`src/design/qtr_pkg.sv`:
```
`default_nettype none
package qtr_pkg;

	localparam int TIME_WIDTH_DEF  = 24;
	localparam int TIME_MAX_WIDTH  = 32;
	localparam int TIME_FRAC_BITS  = 16;
	localparam int WORD_WIDTH      = 64;
	localparam int NUM_COEFFS      = 6;
	localparam int NUM_LANES       = 3;
	localparam int NUM_STEPS       = NUM_COEFFS - 1;
	localparam int CFG_INDEX_WIDTH = 3;

	localparam int LANE_POS = 0;
	localparam int LANE_VEL = 1;
	localparam int LANE_ACC = 2;

	localparam logic signed [WORD_WIDTH-1:0] WORD_MAX = {1'b0, {(WORD_WIDTH-1){1'b1}}};
	localparam logic signed [WORD_WIDTH-1:0] WORD_MIN = {1'b1, {(WORD_WIDTH-1){1'b0}}};

	typedef logic signed [WORD_WIDTH-1:0] qtr_word_t;
	typedef qtr_word_t [NUM_COEFFS-1:0] qtr_lane_t;
	typedef qtr_lane_t [NUM_LANES-1:0] qtr_coef_t;

	typedef enum logic [CFG_INDEX_WIDTH-1:0] {
		CFG_COEFF_0,
		CFG_COEFF_1,
		CFG_COEFF_2,
		CFG_COEFF_3,
		CFG_COEFF_4,
		CFG_COEFF_5,
		CFG_FINISH_TIME,
		CFG_DIRECTION
	} qtr_cfg_idx_t;

	// One classified sample on its way from the front to the evaluator.
	typedef struct packed {
		logic [TIME_MAX_WIDTH-1:0] time_val;
		logic                      hold;
	} qtr_item_t;

	// Saturating signed add of two words.
	function automatic qtr_word_t sat_add(qtr_word_t a, qtr_word_t b);
		logic signed [WORD_WIDTH:0] s;
		s = (WORD_WIDTH+1)'(a) + (WORD_WIDTH+1)'(b);
		if (s[WORD_WIDTH] != s[WORD_WIDTH-1])
			return s[WORD_WIDTH] ? WORD_MIN : WORD_MAX;
		return s[WORD_WIDTH-1:0];
	endfunction

	// Saturating negation: the most negative word maps to the most positive.
	function automatic qtr_word_t sat_neg(qtr_word_t a);
		if (a == WORD_MIN)
			return WORD_MAX;
		return -a;
	endfunction

	// Saturating scale by a small unsigned constant.
	function automatic qtr_word_t sat_scale(qtr_word_t a, logic [4:0] k);
		logic signed [WORD_WIDTH+5:0] ax;
		logic signed [WORD_WIDTH+5:0] kx;
		logic signed [WORD_WIDTH+5:0] p;
		ax = (WORD_WIDTH+6)'(a);
		kx = (WORD_WIDTH+6)'($signed({1'b0, k}));
		p  = ax * kx;
		if (!((&p[WORD_WIDTH+5:WORD_WIDTH-1]) || !(|p[WORD_WIDTH+5:WORD_WIDTH-1])))
			return p[WORD_WIDTH+5] ? WORD_MIN : WORD_MAX;
		return p[WORD_WIDTH-1:0];
	endfunction

endpackage
`default_nettype wire

```
`src/design/qtr_queue.sv`:
```
`default_nettype none
module qtr_queue (
	input  logic               clk,
	input  logic               arst_n,
	input  logic               push,
	input  qtr_pkg::qtr_item_t push_item,
	output logic               full,
	output logic               pop,
	output qtr_pkg::qtr_item_t pop_item
);
	import qtr_pkg::*;

	qtr_item_t  slot_q [2];
	logic       wr_ptr_q;
	logic       rd_ptr_q;
	logic [1:0] count_q;

	// The evaluator takes a beat every cycle, so any held beat leaves at once.
	always_comb begin
		full     = (count_q == 2'd2);
		pop      = (count_q != 2'd0);
		pop_item = slot_q[rd_ptr_q];
	end

	always_ff @(posedge clk or negedge arst_n) begin
		if (!arst_n) begin
			wr_ptr_q <= 1'b0;
			rd_ptr_q <= 1'b0;
			count_q  <= 2'd0;
		end else begin
			if (push)
				wr_ptr_q <= !wr_ptr_q;
			if (pop)
				rd_ptr_q <= !rd_ptr_q;
			count_q <= count_q + 2'(push) - 2'(pop);
		end
	end

	always_ff @(posedge clk) begin
		if (push)
			slot_q[wr_ptr_q] <= push_item;
	end

endmodule
`default_nettype wire

```
`config.mk`:
```
export PLATFORM = sky130hd
export DESIGN_NAME = qtr_queue
export DESIGN_NICKNAME = d
export VERILOG_FILES = /design/src/design/qtr_pkg.sv /design/src/design/qtr_queue.sv
export SDC_FILE = /design/constraint.sdc
export NUM_CORES = 1
export LEC_CHECK = 0
export BUFFER_PORTS_ARGS = -buffer_cell sky130_fd_sc_hd__buf_2
export CAP_MARGIN = 5
export CORE_UTILIZATION = 58
export CTS_BUF_LIST = sky130_fd_sc_hd__clkbuf_8
export DETAILED_ROUTE_END_ITERATION = 8
export GPL_ROUTABILITY_DRIVEN = 1
export PLACE_DENSITY_LB_ADDON = 0.12
export SETUP_SLACK_MARGIN = 0.15
export SLEW_MARGIN = 0
export SYNTH_ARGS = -nofsm -noshare
export SYNTH_HDL_FRONTEND = slang
export SYNTH_SLANG_ARGS = --single-unit
```
`constraint.sdc`:
```
create_clock -name clk -period 5.2 [get_ports clk]
set_input_delay 1.3 -clock clk [delete_from_list [all_inputs] [get_ports clk]]
set_output_delay 1.3 -clock clk [all_outputs]
set_load 0.02 [all_outputs]
```
-- Word level (Yosys, flattened, before mapping)
Memory sizes are Yosys's and may differ from the RTL's.
Index checks and enable logic that the tools add are counted.
- register bits after elaboration: 4
- latch bits: 0
- memory bits (writable): 66
- bits in read-only memories: 0
- input bits: 36
- output and inout port bits: 35
- memories kept: 1
- memories (name ; words ; bits a word ; rd ports ; clocked after memory_dff ; wr ports ; RTL line ; text):
    slot_q ; 2 ; 33 ; 1 ; 0 ; 1 ; qtr_queue.sv:13 ; qtr_item_t slot_q [2];
- $add $sub $neg: 2
- $mul: 0
- div/mod/pow operators: 0
- magnitude comparators: 0
- equal/unequal tests: 1
- shift operators: 0
- multiplexer cells: 2
- bitwise logic cells: 0
- reductions and logical operators: 3
- operators by type and width (cell ; count):
    $add A2 B1 Y2 ; 1
    $eq A2 B2 Y1 const B ; 1
    $logic_not A1 Y1 ; 2
    $mux W1 ; 2
    $reduce_bool A2 Y1 ; 1
    $sub A2 B1 Y2 ; 1

-- Depth between registers and ports, before layout
- depth after elaboration: 2
- mapped depth: 3
- gate-level depth less buffers: 3

-- Worst setup path before layout
Ideal clock, no wire load.
- path kind: input-to-reg
- from: input push
- to: memory slot_q[0][0] (netlist name) (enable)
- library setup time: 427 ps
- data arrival time: 2790 ps
- required time: 4773 ps
- path slack: 1983 ps
- cell stages on the path: 1
- buffers on the path: 0
- path through: nor2b_1
- longest elaborated chain between the ends: 2
- ends and longest elaborated chain (element ; RTL line ; text):
    start, declared ; qtr_queue.sv:5 ; input logic push,
    $mux W1 ; qtr_queue.sv:40 ; if (push)
    $mux W1 (not written as such) ; qtr_queue.sv:41 ; slot_q[wr_ptr_q] <= push_item;
    end, declared ; qtr_queue.sv:13 ;
No other way between the ends.

==> metrics.md <==
| Metric | Value |
|---|---|
| Vias | `1260` |
| Chip height | `70.3 um` |
| Fin Clk Skew | `0.00451 ns` |
| CTS max path bufs | `2` |
| DRC viols | `0` |
| Total grt overflow | `0` |
| XOR/XNOR Fraction of Synth Area | `0.970%` |
| Average vias per placed instance | `5.00` |
| Final critical-path required period | `3.26 ns` |
| Buf/Inv on CP | `1` |
| Register-to-Register Path Depth | `2` |
| Initial antenna violation count | `0` |
| Synth Area in Compound Gates | `0%` |
| RSZ-0062 raised after global routing | `no` |
| Top Ports | `71` |
| Initial DRC Count | `88` |
| CTS root buffer | `clkbuf_8` |
| TritonCTS clock tree | `done` |
| Hold depth | `1` |
| Post-CTS setup buffers | `0` |
| Crit. End Element | `output pin` |
| Worst slew margin | `31.2%` |
| Area of the core | `4410 sq um` |
| Port bufs | `70` |
| Worst-Margin Slew | `1.03 ns` |
| Endpoints failing setup | `0` |
| Post-route cell area | `3270 sq um` |
| Final WL | `3.93 mm` |
| Hold buffer count at CTS | `0` |
| Multi-input logic area | `562 sq um` |
| Global Route Usage Sum | `17.4%` |
| Die area | `4950 sq um` |
| Post-Syn Area | `2710 sq um` |
| Main combinational cell family by area after synthesis | `multiplexers` |
| Worst path slowest cell | `dfrtp_2` |
| First-pass GRT wire length | `6.18 mm` |
| Power Density | `557 nW/um^2` |
| Sequential cell area | `2080 sq um` |
| TritonCTS buffer count | `9` |
| Max Slew Vio Count | `0` |
| Routed Antenna Nets | `0` |
| Syn Area/Cell | `23.1 sq um` |
| # clock sinks | `70` |
| Final worst path period share | `62.7%` |
| R2R setup slack | `3.32 ns` |
| Yosys warnings | `0` |
| CP required | `3.90 ns` |
| Crit-path max FO | `34` |
| Fmax | `307 MHz` |
| Clock slew at reported path FFs | `0.06 ns` |
| Initial Utilization | `61.3%` |
| Hold Crit Start | `wr_ptr_q` |
| Crit Path Class | `reg2out` |
| Cells after synthesis | `117` |
| CP top delay family | `flip-flops` |
| Routed wire per std cell | `15.6 um` |
| Crit path cell chain | `mux2_2, buf_2` |
| Pin count of the biggest net entering global routing | `35` |
| Seq pwr share | `46.2%` |
| Hold Path End | `wr_ptr_q` |
| Diode count | `0` |
| Peak supply drop | `0.000384 V` |
| Syn-to-layout area delta | `20.9%` |
| Final Wtd Congestion | `0.643` |
| Die width | `70.3 um` |
| Worst stage delay on the critical path | `1.05 ns` |
| # rows | `24` |
| Multiplexer share of the synthesized area | `17.7%` |
| Critical R2R Capture | `slot_q[1][31]` |
| Final nets | `232` |
| Worst Hold Class | `reg2reg` |
| Htree depth | `3` |
| Adder-cell share of the synthesized area | `0.462%` |
| CP arrival | `1.96 ns` |
| Part of the power in the clock network | `24.3%` |
| Fin. Hold Viols | `0` |
| Vias in the first global route | `1342` |
| Synth cell types | `13` |
| Filler instances | `263` |
| Psw | `0.000544 W` |
| Share of layout cells above drive strength 1 | `60.0%` |
| Post-CTS sizing | `0` |
| Post-DP HPWL | `2.63 mm` |
| Max cap viols | `0` |
| Final setup TNS | `0 ns` |
| Sw frac | `29.8%` |
| Startpoint Class | `flip-flop` |
| FF-to-FF Start | `wr_ptr_q` |
| Logic pwr share | `29.5%` |
| Power Internal | `0.00128 W` |
| Post-DP Area | `3070 sq um` |
| Placed Cells | `236` |
| Pre-Repair DR Iteration Count | `4` |
| Skew-Pair Late Insertion Delay | `0.33 ns` |
| FF+latch count, synth | `70` |
| Post-Synth Simple-Gate Area | `1.29%` |
| Final Non-Filler Cells | `252` |
| Register area share after synthesis | `76.9%` |
| Static leakage | `1.36 nW` |
| Status | `finished clean` |
| Net Count, Synth | `154` |
[cell families after synthesis]
group / after synthesis
DFF: 70
muxes: 33
and+or+nand+nor: 6
buffers and inverters: 4
xor gates and xnor gates: 3
adders and majority gates: 1
[layout by cell type, fill, tap and decap left out, types with 2 or more instances in the layout]
master / n
buf_2: 70
edfxtp_1: 66
mux2_4: 29
clkbuf_8: 9
mux2_2: 4
dfrtp_1: 3
nor2b_1: 2
xor2_1: 2
inv_1: 2
bufinv_16: 2
clkinv_2: 2
[state kept, by name, summed over array words and instances (netlist names)]
name / count
count_q: 2
wr_ptr_q: 1
rd_ptr_q: 1
slot_q: 66
[per-layer routing]
metal	vias to the layer above	GRT usage [%]	wire, um
li1	613	-	-
met1	592	20.4	1640
met2	47	28.5	2040
met3	8	4.47	192
met4	0	10.7	65
met5	-	0	0
[final cells by class]
class	instances	area share, %
multi-input combinational	43	17.2
sequential	70	63.6
timing repair buffer	71	10.9
clock inverter	7	2.48
clock buffer	9	3.78
tap	52	1.99
[power by group through the flow]
stage	clock network, W	registers [W]	logic, W
3_3_place_gp	0	0.000845	0.000535
3_5_place_dp	0	0.000856	0.000544
2_1_floorplan	0	0.000778	0.000508
4_1_cts	0.000453	0.000844	0.000546
6_report	0.000443	0.000842	0.000538
5_1_grt	0.000475	0.000854	0.000569
[stage by stage]
| stage | setup slack (ns) | utilization (%) | total power, W | hold WS (ns) |
|---|---|---|---|---|
| after floorplan | 1.98 | - | 0.00129 | 0.455 |
| after CTS | 1.91 | 74.1 | 0.00184 | 0.557 |
| after global routing | 1.84 | 74.1 | 0.00190 | 0.585 |
| final | 1.94 | 74.1 | 0.00182 | 0.551 |
| after global placement | 2.31 | 69.5 | 0.00138 | 0.521 |
| after detailed placement | 2.28 | 69.5 | 0.00140 | 0.546 |
[cells in the mapped netlist]
cell      count  area (sq um)
xor2_1        2          17.5
dfrtp_1       4           100
and2_1        1          6.26
ha_1          1          12.5
xnor2_1       1          8.76
buf_12        3          60.1
nand2_1       1          3.75
buf_6         1          11.3
mux2_4       29           435
or2_2         1          6.26
edfxtp_1     66          1980
nor2b_1       3          18.8
mux2_2        4          45.0
[how the worst max path moves through the flow]
stage | start | end | slack [ns] | cells after the start
finish | rd_ptr_q | pop_item[0] | 1.94 | 2
global route | rd_ptr_q | pop_item[0] | 1.84 | 2
CTS | rd_ptr_q | pop_item[0] | 1.91 | 2
global placement | rd_ptr_q | pop_item[1] | 2.31 | 2
floorplan | push | slot_q[0][0] | 1.98 | 1
detailed placement | push | slot_q[1][14] | 2.28 | 3
(Power assumes the default switching activity.)
