File: src/design/qtr_pkg.sv
`default_nettype none
package qtr_pkg;

	localparam int TIME_WIDTH_DEF  = 24;
	localparam int TIME_MAX_WIDTH  = 32;
	localparam int TIME_FRAC_BITS  = 16;
	localparam int WORD_WIDTH      = 64;
	localparam int NUM_COEFFS      = 6;
	localparam int NUM_LANES       = 3;
	localparam int NUM_STEPS       = NUM_COEFFS - 1;
	localparam int CFG_INDEX_WIDTH = 3;

	localparam int LANE_POS = 0;
	localparam int LANE_VEL = 1;
	localparam int LANE_ACC = 2;

	localparam logic signed [WORD_WIDTH-1:0] WORD_MAX = {1'b0, {(WORD_WIDTH-1){1'b1}}};
	localparam logic signed [WORD_WIDTH-1:0] WORD_MIN = {1'b1, {(WORD_WIDTH-1){1'b0}}};

	typedef logic signed [WORD_WIDTH-1:0] qtr_word_t;
	typedef qtr_word_t [NUM_COEFFS-1:0] qtr_lane_t;
	typedef qtr_lane_t [NUM_LANES-1:0] qtr_coef_t;

	typedef enum logic [CFG_INDEX_WIDTH-1:0] {
		CFG_COEFF_0,
		CFG_COEFF_1,
		CFG_COEFF_2,
		CFG_COEFF_3,
		CFG_COEFF_4,
		CFG_COEFF_5,
		CFG_FINISH_TIME,
		CFG_DIRECTION
	} qtr_cfg_idx_t;

	// One classified sample on its way from the front to the evaluator.
	typedef struct packed {
		logic [TIME_MAX_WIDTH-1:0] time_val;
		logic                      hold;
	} qtr_item_t;

	// Saturating signed add of two words.
	function automatic qtr_word_t sat_add(qtr_word_t a, qtr_word_t b);
		logic signed [WORD_WIDTH:0] s;
		s = (WORD_WIDTH+1)'(a) + (WORD_WIDTH+1)'(b);
		if (s[WORD_WIDTH] != s[WORD_WIDTH-1])
			return s[WORD_WIDTH] ? WORD_MIN : WORD_MAX;
		return s[WORD_WIDTH-1:0];
	endfunction

	// Saturating negation: the most negative word maps to the most positive.
	function automatic qtr_word_t sat_neg(qtr_word_t a);
		if (a == WORD_MIN)
			return WORD_MAX;
		return -a;
	endfunction

	// Saturating scale by a small unsigned constant.
	function automatic qtr_word_t sat_scale(qtr_word_t a, logic [4:0] k);
		logic signed [WORD_WIDTH+5:0] ax;
		logic signed [WORD_WIDTH+5:0] kx;
		logic signed [WORD_WIDTH+5:0] p;
		ax = (WORD_WIDTH+6)'(a);
		kx = (WORD_WIDTH+6)'($signed({1'b0, k}));
		p  = ax * kx;
		if (!((&p[WORD_WIDTH+5:WORD_WIDTH-1]) || !(|p[WORD_WIDTH+5:WORD_WIDTH-1])))
			return p[WORD_WIDTH+5] ? WORD_MIN : WORD_MAX;
		return p[WORD_WIDTH-1:0];
	endfunction

endpackage
`default_nettype wire

File: src/design/qtr_front.sv
`default_nettype none
module qtr_front #(
	parameter int TIME_WIDTH = qtr_pkg::TIME_WIDTH_DEF
) (
	input  logic                  start,
	input  logic [TIME_WIDTH-1:0] time_now,
	input  logic [TIME_WIDTH-1:0] finish_time,
	input  logic                  queue_full,
	output logic                  busy,
	output logic                  push,
	output qtr_pkg::qtr_item_t    item
);
	import qtr_pkg::*;

	// A sample at or past the finish time is evaluated at the finish time
	// and has its derivatives forced to zero.
	always_comb begin
		busy          = queue_full;
		push          = start && !queue_full;
		item.hold     = (time_now >= finish_time);
		item.time_val = TIME_MAX_WIDTH'(item.hold ? finish_time : time_now);
	end

endmodule
`default_nettype wire

File: config.mk
export PLATFORM = sky130hd
export DESIGN_NAME = qtr_front
export DESIGN_NICKNAME = d
export VERILOG_FILES = /design/src/design/qtr_pkg.sv /design/src/design/qtr_front.sv
export SDC_FILE = /design/constraint.sdc
export NUM_CORES = 1
export LEC_CHECK = 0
export ABC_AREA = 1
export BUFFER_PORTS_ARGS = -buffer_cell sky130_fd_sc_hd__buf_2
export CORE_MARGIN = 2
export CORE_UTILIZATION = 42
export DETAILED_ROUTE_END_ITERATION = 8
export PLACE_DENSITY = 0.85
export SYNTH_ARGS = -nofsm -noshare
export SYNTH_HDL_FRONTEND = slang
export SYNTH_SLANG_ARGS = --single-unit
export TNS_END_PERCENT = 10
File: constraint.sdc
create_clock -name vclk -period 1.67
set_clock_uncertainty 0.1 [all_clocks]
set_input_delay 0 -clock vclk [all_inputs]
set_output_delay 0 -clock vclk [all_outputs]
set_load 0.02 [all_outputs]
# Word level (Yosys, flattened, before mapping)
# Cells that the tools add are included.
# totals
ff_bits,0
wordCells,4
output_inout_bits,35
# op_classes
n_lt_le_gt_ge,1
reduce_logical,2
mux,1
# ops
op,n
24-bit greater-or-equal comparator,1
24-bit two-way mux,1
1-bit logical AND,1
1-bit zero test,1

# Longest topological paths before layout
# Gate-level depths: netlist of the first run.
# logic_depth
ltp_word,2
depth_mapped,13
mapped_depth_nobuf,12

# Worst setup path before layout of the first run
# No wires, ideal clock.
# synth_path
path_type,input port to output port
startpoint,in finish_time[15]
endpoint,out item[15] in the netlist's numbering
slack_ns,0.286
path_stages,10
n_path_buf,1
arrival_ns,1.284
t_required_ns,1.570
cell_sequence,inv_1 > ha_1 > a21o_1 > nor2_1 > nand2_1 > a21oi_4 > nand2_4 > buf_6 > nand2_1 > nand2_1
# synth_lines
item,line,rtl
start: declaration,qtr_front.sv:7,"input logic [TIME_WIDTH-1:0] finish_time,"
end: declaration,qtr_front.sv:11,output qtr_pkg::qtr_item_t item

==> run summary, run 1 <==
For this run, design rule violations remaining after detail routing come to 0. The flow ran to the end, but the final reports show violations. The synthesized design spends more area on one cell type than any other, namely ha_1.

Along the worst hold path, the cell count comes to 2. The cell area that synthesis handed to floorplanning was 1100 µm². Detailed routing inserted a total of 1426 vias.

For the routed wire length, the log shows 3010 µm. The layout has 251 filler cells. Hold repair after CTS inserted 0 buffers. Port buffering added 77 buffers. Data on the critical path is required at its endpoint by 1570 ps. The run gives 0 as the sequential cell count of the final layout.

Summed over all failing endpoints, the final setup total negative slack is -48.6 ps. The number of warnings printed during yosys synthesis is 0, and the post-synthesis cell count is 201. In this run the horizontal extent of the chip is 55.2 µm. Final routed wire length divided by cell count: 9.70 µm. The run gives 0 as the final number of hold-violating endpoints. For this block, the initial DRC count from the detailed router was 10. Before CTS, the worst setup slack after placement is 21.0 ps. The run gives 2260 µm as the detailed-placement wirelength estimate. The type of destination of the critical path was an output port.

For the worst setup path, the data arrival time is 1590 ps. For this design the ratio of total power to cell area is 398 nW/µm². The average instance in the mapped netlist occupies 5.47 µm².

Pin placement for this block handled 85 I/O pins. Hold is met by 132 ps. Sequential elements use 0% of the synthesized area. Setup violations remaining at the end of the flow were counted as 5.

By area the synthesized netlist is led by ha_1, nand2_1, nand3_1, inv_1, buf_4. The worst hold path begins at queue_full. After layout, the worst path uses 101% of the clock period. After global routing the overflow that remains totals 0. The final reports fail on negative setup slack.

Setup repair after global routing could not meet its margin everywhere. The total routing usage reported by global routing is 16.6%. The pre-antenna-repair detailed-routing pass consisted of 4 iterations. For the max-slew violation count, the log shows 0.

The most repeated cell in the gate-level netlist after synthesis was nand2_1. The ratio of routed vias to standard cells is 4.60. The logs give 2480 µm² for the placeable core area and 0 for the initial antenna violation count.

Entering global routing, the biggest net connects 26 pins. The initialized floorplan defines 18 standard-cell rows. In this run the remaining antenna-violating nets after routing total 0. The die is 55.2 µm tall.

After synthesis, the largest area contributor takes up 27.3% of total cell area. The number of antenna diodes in the final layout is 0. The final critical delay including setup and external delays is 1690 ps, and the highest fanout seen on the critical path is 12.

For the combined area of the multi-input logic cells, the log shows 970 µm². The number of max-cap violations is 0. Ranked by instance count, the synthesized netlist is headed by nand2_1, inv_1, nand3_1.

Yosys mapped the design onto 16 distinct sky130hd cell types. Type of origin of the critical path: a primary input. The logs give -16.4 ps for the post-route worst setup slack and 44.4% for the initial standard-cell utilization of the core. Relative to the synthesized area, the layout overhead comes to 50.4%. Via count of the first global-routing pass: 1044. The layout cell share with drive strength beyond 1 came out at 35.4%. The floorplan step defined a die boundary enclosing 3040 µm². The tools report the leakage power figure as 1.12 nW. The final-stage net count came out at 356. The path class of the tightest hold or removal check is in -> out. Timing would allow up to 593 MHz. Routability-driven placement finished with a final weighted congestion of 0.655. The final-layout clock buffer total came out at 0. By startpoint and endpoint, the worst setup path is classified as in -> out.

In the final layout, flip-flops and latches occupy 0 µm². The worst-case IR drop observed on VDD is 0.266 mV. First-pass GRT wire length: 3890 µm. Source of the critical timing path: time_now[15].
routing by layer:
metal	wire length, µm	global-route usage [%]
met3	224	0.806
met1	1260	20.0
met5	0	0
met2	1500	33.5
met4	21	0
worst max-delay path: stages:
cell and delay [ps]:
buf_2 110, ha_1 300, a21o_1 180, nor2_1 130
nand2_1 130, a21oi_4 190, buf_6 150, nand2_4 110
nand2_1 80, nand2_1 50, buf_4 160
worst paths after layout:
check / endpoint / slack [ps]
worst max-delay path: item[4] / -20
worst min-delay path: busy / 130
where the power goes:
part           switching, mW  internal, mW  total [mW]
clock                      0             0           0
combinational          0.380         0.278       0.658
sequential                 0             0           0
total                  0.380         0.278       0.658
through the flow:
| step | power, mW | area [µm²] | util (%) | std cells |
|---|---|---|---|---|
| 2_1_floorplan | 0.393 | 1130 | - | 208 |
| 3_3_place_gp | 0.548 | 1460 | 59.1 | 304 |
| 3_5_place_dp | 0.554 | 1460 | 59.1 | 304 |
| 4_1_cts | 0.557 | 1460 | 59.1 | 304 |
| 5_1_grt | 0.735 | 1650 | 66.8 | 310 |
| 6_report | 0.658 | 1650 | 66.8 | 310 |
cells in the final DEF, fill, tap and decap left out:
cell	synthesis	layout
ha_1	24	21
nand2_1	77	77
nand2_8	0	1
buf_6	2	6
a21oi_4	1	1
conb_1	1	8
inv_1	33	33
a21o_1	2	2
nand4_1	1	1
nor2_1	12	9
buf_8	0	2
nand2_4	1	2
buf_2	2	64
a21oi_1	7	5
o21bai_1	1	1
nand3_2	0	1
nor2_2	0	3
ha_4	0	3
a21oi_2	0	2
buf_4	11	14
nand3_1	25	24
cell families (layout without fill, tap and decap cells):
logic type / count (synthesis) / count (layout) / synth area share (%)
compound gates: 11 / 11 / 6.71
other cells: 1 / 8 / 0.341
fa+ha+maj: 24 / 24 / 27.3
simple gates: 117 / 118 / 43.9
buf+inv: 48 / 119 / 21.7
cell type report:
| class | instances | area share, % |
|---|---|---|
| multi-input cells | 161 | 58.6 |
| repair buffers | 86 | 31.6 |
| well taps | 30 | 2.27 |
| inverters | 33 | 7.49 |
what timing repair did:
item                       in CTS  in global routing
setup buffers                   0                  3
gates resized for setup         0                 37
setup endpoints to repair       0                 24
(Power assumes the default switching activity.)
==> run 2, diff against run 1 <==
REMOVE_ABC_BUFFERS = 1   (was default)
==> run summary, run 2 (same netlist as run 1, synthesis figures left out) <==
The flow ran to the end, and the final reports show no timing, DRC or antenna violations. The final critical delay including setup and external delays was 1610 ps (-80.6 ps). The area growth from synthesis to layout is 59.8%. The final-layout clock buffer total was 0 (unchanged); the full die area was 3040 µm² (unchanged). The logs give 3790 µm (-2.6%) for the first-pass GRT wire length and 0 (unchanged) for the DRC violation count after routing. The overall via count from detail_route was 1423 (-0.21%). The overall die width works out to 55.2 µm (unchanged).

Die height: 55.2 µm (unchanged). The final cycle utilization of the critical path was 96.2% (-4.8 points). The initial antenna violation count came out at 0 (unchanged).

The tools report the filler-free cell count of the finished design as 309 (-0.32%). The placeable core area is 2480 µm² (unchanged), and the sequential cell count of the final layout is 0 (unchanged). The initial standard-cell utilization of the core was 44.4% (unchanged); the met2 layer wire length in the routed design was 1580 µm (+5.3%). Number of top-level design ports: 85 (unchanged). The type of origin of the critical path was a primary input. The run gives 19 (+9) as the starting DRC count in detailed routing. Number of routed nets with antenna violations: 0 (unchanged).

For the total routing usage reported by global routing, the log shows 15.9% (-0.61 points). The ratio of routed vias to standard cells is 4.61 (+0.11%), and the post-cts hold buffer count is 0 (unchanged). The tools report the count of antenna diodes in the layout as 0 (unchanged). For the number of max-cap violations, the log shows 0 (unchanged). The type of destination of the critical path was an output port.

For the leakage power figure, the log shows 1.15 nW (+2.6%). Kind of path behind the tightest hold check: in -> out. The final-stage net count came out at 355 (-0.28%). The tools report the final-layout worst hold slack as 133 ps (+1.20 ps). The run gives 0.273 mV (+2.4%) as the worst ir drop on vdd.

The tools report the final number of hold-violating endpoints as 0 (unchanged). The number of detailed-routing iterations run before antenna repair was 4 (unchanged). Setup repair after global routing could not meet its margin everywhere. The wire length on met3 is 205 µm (-8.5%). The highest fanout seen on the critical path was 7 (-5); the layout cell share with drive strength beyond 1 was 38.0% (+2.6 points). The wire length the detailed router placed on met1 came out at 1290 µm (+2.0%). The logs give 1570 ps (about the same) for the critical path data required time and 18 (unchanged) for the standard-cell row count.

The tools report the number of placed instances with taps included as 305 (+0.33%). The total chip power is 0.698 mW (+6.2%). The logs give 3070 µm (+2.1%) for the routed wire length and 1004 (-3.8%) for the via count of the first global-routing pass. The highest routing layer actually used was met3. The detailed-placement wirelength estimate is 2230 µm (-1.2%), and the setup-violating endpoint count in the final report is 0 (-5). The aggregate global routing overflow is 0 (unchanged). The library cell used most frequently in the layout, excluding fill and tap cells, is nand2_1. The run gives 0 µm² (unchanged) as the area taken by flip-flops and latches. The worst setup path is of the in -> out kind. The final routed wire length divided by cell count works out to 9.93 µm (+2.4%). The signal arrival time at the worst endpoint came out at 1510 ps (-80 ps). The max-slew violation count is 0 (unchanged), and the maximum number of pins on one net before global-route repair is 26 (unchanged). In the layout the commonest cells are nand2_1, buf_2, inv_1. The quantity of I/O buffers inserted on ports was 77 (unchanged).

The total power density per cell area is 397 nW/µm² (-0.10%). The logs give 623 MHz (+5.0%) for the top achievable clock speed and 0.710 (+8.4%) for the routability-driven placement congestion ratio.
[run 2: cell count changes in the layout (fill, tap and decap cells not counted), sizes merged]
cell | previous run | this run
buf | 86 | 83
clkbuf | 0 | 2
[run 2: report_power, final]
group,internal [mW],total [mW],switching (mW)
Combinational,0.311,0.698,0.388
Clock,0,0,0
Sequential,0,0,0
Total,0.311,0.698,0.388
[run 2: layout make-up]
type                            instances  area (µm²)
Fill cell                             230         719
Inverter                               33         124
Timing Repair Buffer                   85         587
Multi-Input combinational cell        161        1010
Tap cell                               30        37.5
[run 2: repair_timing]
| action | in CTS | in global routing |
|---|---|---|
| setup endpoints to repair | 0 | 25 |
| setup buffers | 0 | 1 |
| gates resized for setup | 0 | 47 |
[run 2: metrics by stage]
stage	util (%)	cell area (µm²)	TNS, ps	worst slack, ps
2_1_floorplan	-	1010	0	19.4
3_3_place_gp	59.9	1480	0	52.4
3_5_place_dp	59.9	1480	0	39.8
4_1_cts	59.9	1480	0	25.0
5_1_grt	71.0	1760	-242	-33.1
6_report	71.0	1760	0	64.1
[run 2: worst paths after layout]
check / start / to / slack [ps] / depth (start not counted)
worst min-delay path: queue_full / busy / 130 / 2
worst max-delay path: finish_time[15] / item[24] / 60 / 12
[run 2: layer usage]
metal / vias to the layer above / global-route usage [%]
met3: 0 / 0.269
met2: 53 / 31.7
met1: 601 / 20.0
li1: 769 / -
met4: 0 / 0
met5: - / 0
[run 2: critical path: stages]
cell and delay [ps]:
buf_2 100, inv_1 80, ha_4 200, a21o_1 180
nor2_2 110, nand2_2 80, a21oi_4 180, buf_12 150
clkbuf_16 140, nand3_1 80, nand2_1 70, buf_4 130
==> run 3, diff against run 2 <==
ABC_AREA = default   (was 1)
PLACE_DENSITY = 0.86   (was 0.85)
==> run summary, run 3 <==
The flow ran to the end, but the final reports show violations. The final reports fail on negative setup slack. The overall die width is 54.4 µm (-1.4%).

The tools report the number of max-cap violations as 0 (unchanged). The logs give 0 (unchanged) for the max-slew violation count and 0 (unchanged) for the aggregate global routing overflow. The final routed wire length divided by cell count was 16.7 µm (+68%); the first-pass GRT wire length was 4150 µm (+9.5%). The logs give 25 (+25) for the setup-violating endpoint count in the final report and 0 (unchanged) for the DRC violation count after routing. The final critical delay including setup and external delays is 2260 ps (+650 ps), and the routed wire length is 3950 µm (+29%). The full die area is 2960 µm² (-2.8%). The slowest stage of the critical path belongs to the cell a2111o_1. For the number of routed nets with antenna violations, the log shows 0 (unchanged). The layout cell share with drive strength beyond 1 was 62.8% (+25 points); the total power density per cell area was 429 nW/µm² (+8.0%).

The area taken by flip-flops and latches is 0 µm² (unchanged), and the post-synthesis cell count is 118 (-41%). In the post-synthesis netlist, the biggest area contributors are ha_1, mux2_4, inv_1, buf_4, mux2_2. The tools report the initial standard-cell utilization of the core as 43.8% (-0.57 points).

The die height is 54.4 µm (-1.4%). By count the netlist is led by ha_1, inv_1, mux2_4. The tools report the routability-driven placement congestion ratio as 0.695 (-2.1%). The highest fanout seen on the critical path is 6 (-1). The run gives 0 (unchanged) as the number of warnings printed during yosys synthesis. The internal power consumption was 0.427 mW (+37%).

STA classifies the critical path endpoint as an output port. Post-route worst setup slack: -586 ps (-650 ps). The worst stage delay on the critical path was 470 ps (+270 ps); the count of antenna diodes in the layout was 0 (unchanged). The final-layout clock buffer total is 0 (unchanged). The most numerous cell type found on the critical path is buf_6. The logs give -12540 ps (-12540 ps) for the final total negative setup slack and 1530 µm² (+3.1%) for the area of placed instances. For the overall via count from detail_route, the log shows 1221 (-14%).

The number of unique standard cell types used by synthesis came out at 21 (+5). Top achievable clock speed: 443 MHz (-29%). The part of the power in combinational logic came out at 100.0% (about the same).

The most frequent standard cell in the layout excluding fill and tap cells is buf_2. The sequential element share of the synthesized area was 0% (unchanged). Maximum number of pins on one net before global-route repair: 14 (-46%). The final design instance area without fill came out at 1840 µm² (+4.7%). Setup repair after global routing could not meet its margin everywhere. The total chip power is 0.789 mW (+13%), and the final number of hold-violating endpoints is 0 (unchanged). The tools report the type of origin of the critical path as a primary input. The register share of total power was 0% (unchanged). On the critical path the largest part of the delay comes from compound AO/OA/AOI/OAI gates.

The via count of the first global-routing pass came out at 989 (-1.5%). The run gives 18 (unchanged) as the standard-cell row count. The leading area contributor after synthesis is ha_1.

The signal on the critical path passes through buf_6 -> ha_4 -> nand2_1 -> o21a_1 -> a2111o_1 -> o211ai_4 -> buf_6 -> buf_16 -> mux2_4 -> buf_2. The share of power burned in the clock network came out at 0% (unchanged). The top cell types in the final layout, fill and taps aside, are buf_2, buf_6, mux2_4. The ratio of routed vias to standard cells is 5.15 (+12%), and the summed instance area of the synthesized netlist is 1070 µm² (-3.1%). Mean cell area of the mapped netlist: 9.03 µm² (+65%).

The proportion of netlist area held by the largest area contributor came out at 28.2% (+0.87 points). The quantity of I/O buffers inserted on ports was 77 (unchanged); the area added between synthesis and finish was 72.7%. The number of top-level design ports came out at 85 (unchanged). The tools report the initial antenna violation count as 0 (unchanged). The final cycle utilization of the critical path is 135% (+39 points). The tools report the signal arrival time at the worst endpoint as 2160 ps (+650 ps). The fill cell total of the finished layout is 146 (-37%), and the worst ir drop on vdd is 0.305 mV (+12%). The detailed-placement wirelength estimate came out at 2220 µm (-0.51%). The buffering stage count on the worst path with inverters included came out at 4 (-1). Kind of path behind the tightest hold check: in -> out. The post-placement worst setup slack is -455 ps (-495 ps), and the total net switching power is 0.363 mW (-6.4%). The sequential cell count of the final layout was 0 (unchanged); the share of total power consumed by net switching was 45.9% (-9.6 points).

The run gives 0 (unchanged) as the post-cts hold buffer count. The total routing usage reported by global routing is 18.6% (+2.6 points), and the placeable core area is 2430 µm² (-1.8%). Leakage power figure: 1.06 nW (-8.4%).

The starting DRC count in detailed routing is 19 (unchanged), and the final-stage net count is 283 (-20%). The class of the most critical setup path is in -> out. For the critical path data required time, the log shows 1570 ps (about the same).

The number of detailed-routing iterations run before antenna repair was 4 (unchanged).
[run 3: changes by cell type after synthesis, moves of 4 or more]
cell	change
nand4_1	+4
o21a_1	+4
mux2_2	+5
mux2_4	+19
nand3_1	-25
nor2_1	-10
nand2_1	-73
inv_1	-9
[run 3: area by class of cell]
cell class         instances  area (µm²)  area share, %
multi-input cells         90         981           53.3
repair buffers            93         724           39.4
inverters                 24        97.6           5.30
well taps                 30        37.5           2.04
[run 3: per-layer routing]
metal / global-route usage [%] / vias up / wire (µm)
li1: - / 579 / -
met1: 20.9 / 552 / 1480
met5: 0 / - / 0
met2: 35.9 / 78 / 2030
met4: 5.00 / 0 / 125
met3: 2.46 / 12 / 308
[run 3: final timing paths]
check | start | endpoint | slack, ps | cells past startpoint
setup / recovery | time_now[11] | item[6] | -590 | 10
hold / removal | queue_full | busy | 130 | 2
[run 3: kinds of logic after synthesis]
family / synth area share (%)
AND/OR/NAND/NOR: 6.22
multiplexers: 32.0
adder cells (fa/ha/maj): 28.2
other: 0.352
buffers and inverters: 18.5
AO/OA/AOI/OAI: 14.7
[run 3: power by group through the flow]
stage / Combinational [mW] / Sequential [mW] / Clock (mW)
3_3_place_gp: 0.582 / 0 / 0
2_1_floorplan: 0.373 / 0 / 0
3_5_place_dp: 0.593 / 0 / 0
4_1_cts: 0.666 / 0 / 0
5_1_grt: 0.832 / 0 / 0
6_report: 0.789 / 0 / 0
[run 3: what timing repair did]
item | in CTS | in global routing
cloned | 1 | 0
gates resized for setup | 26 | 51
pin swaps | 5 | 4
endpoints found under the setup margin | 25 | 25
setup buffers | 1 | 2
[run 3: metrics by stage]
step | std cells | utilization [%] | hold WS [ps]
after floorplan | 114 | - | -100
after global placement | 234 | 62.9 | 132
after detailed placement | 234 | 62.9 | 134
after CTS | 236 | 69.5 | 136
after global routing | 237 | 75.7 | 153
final | 237 | 75.7 | 134
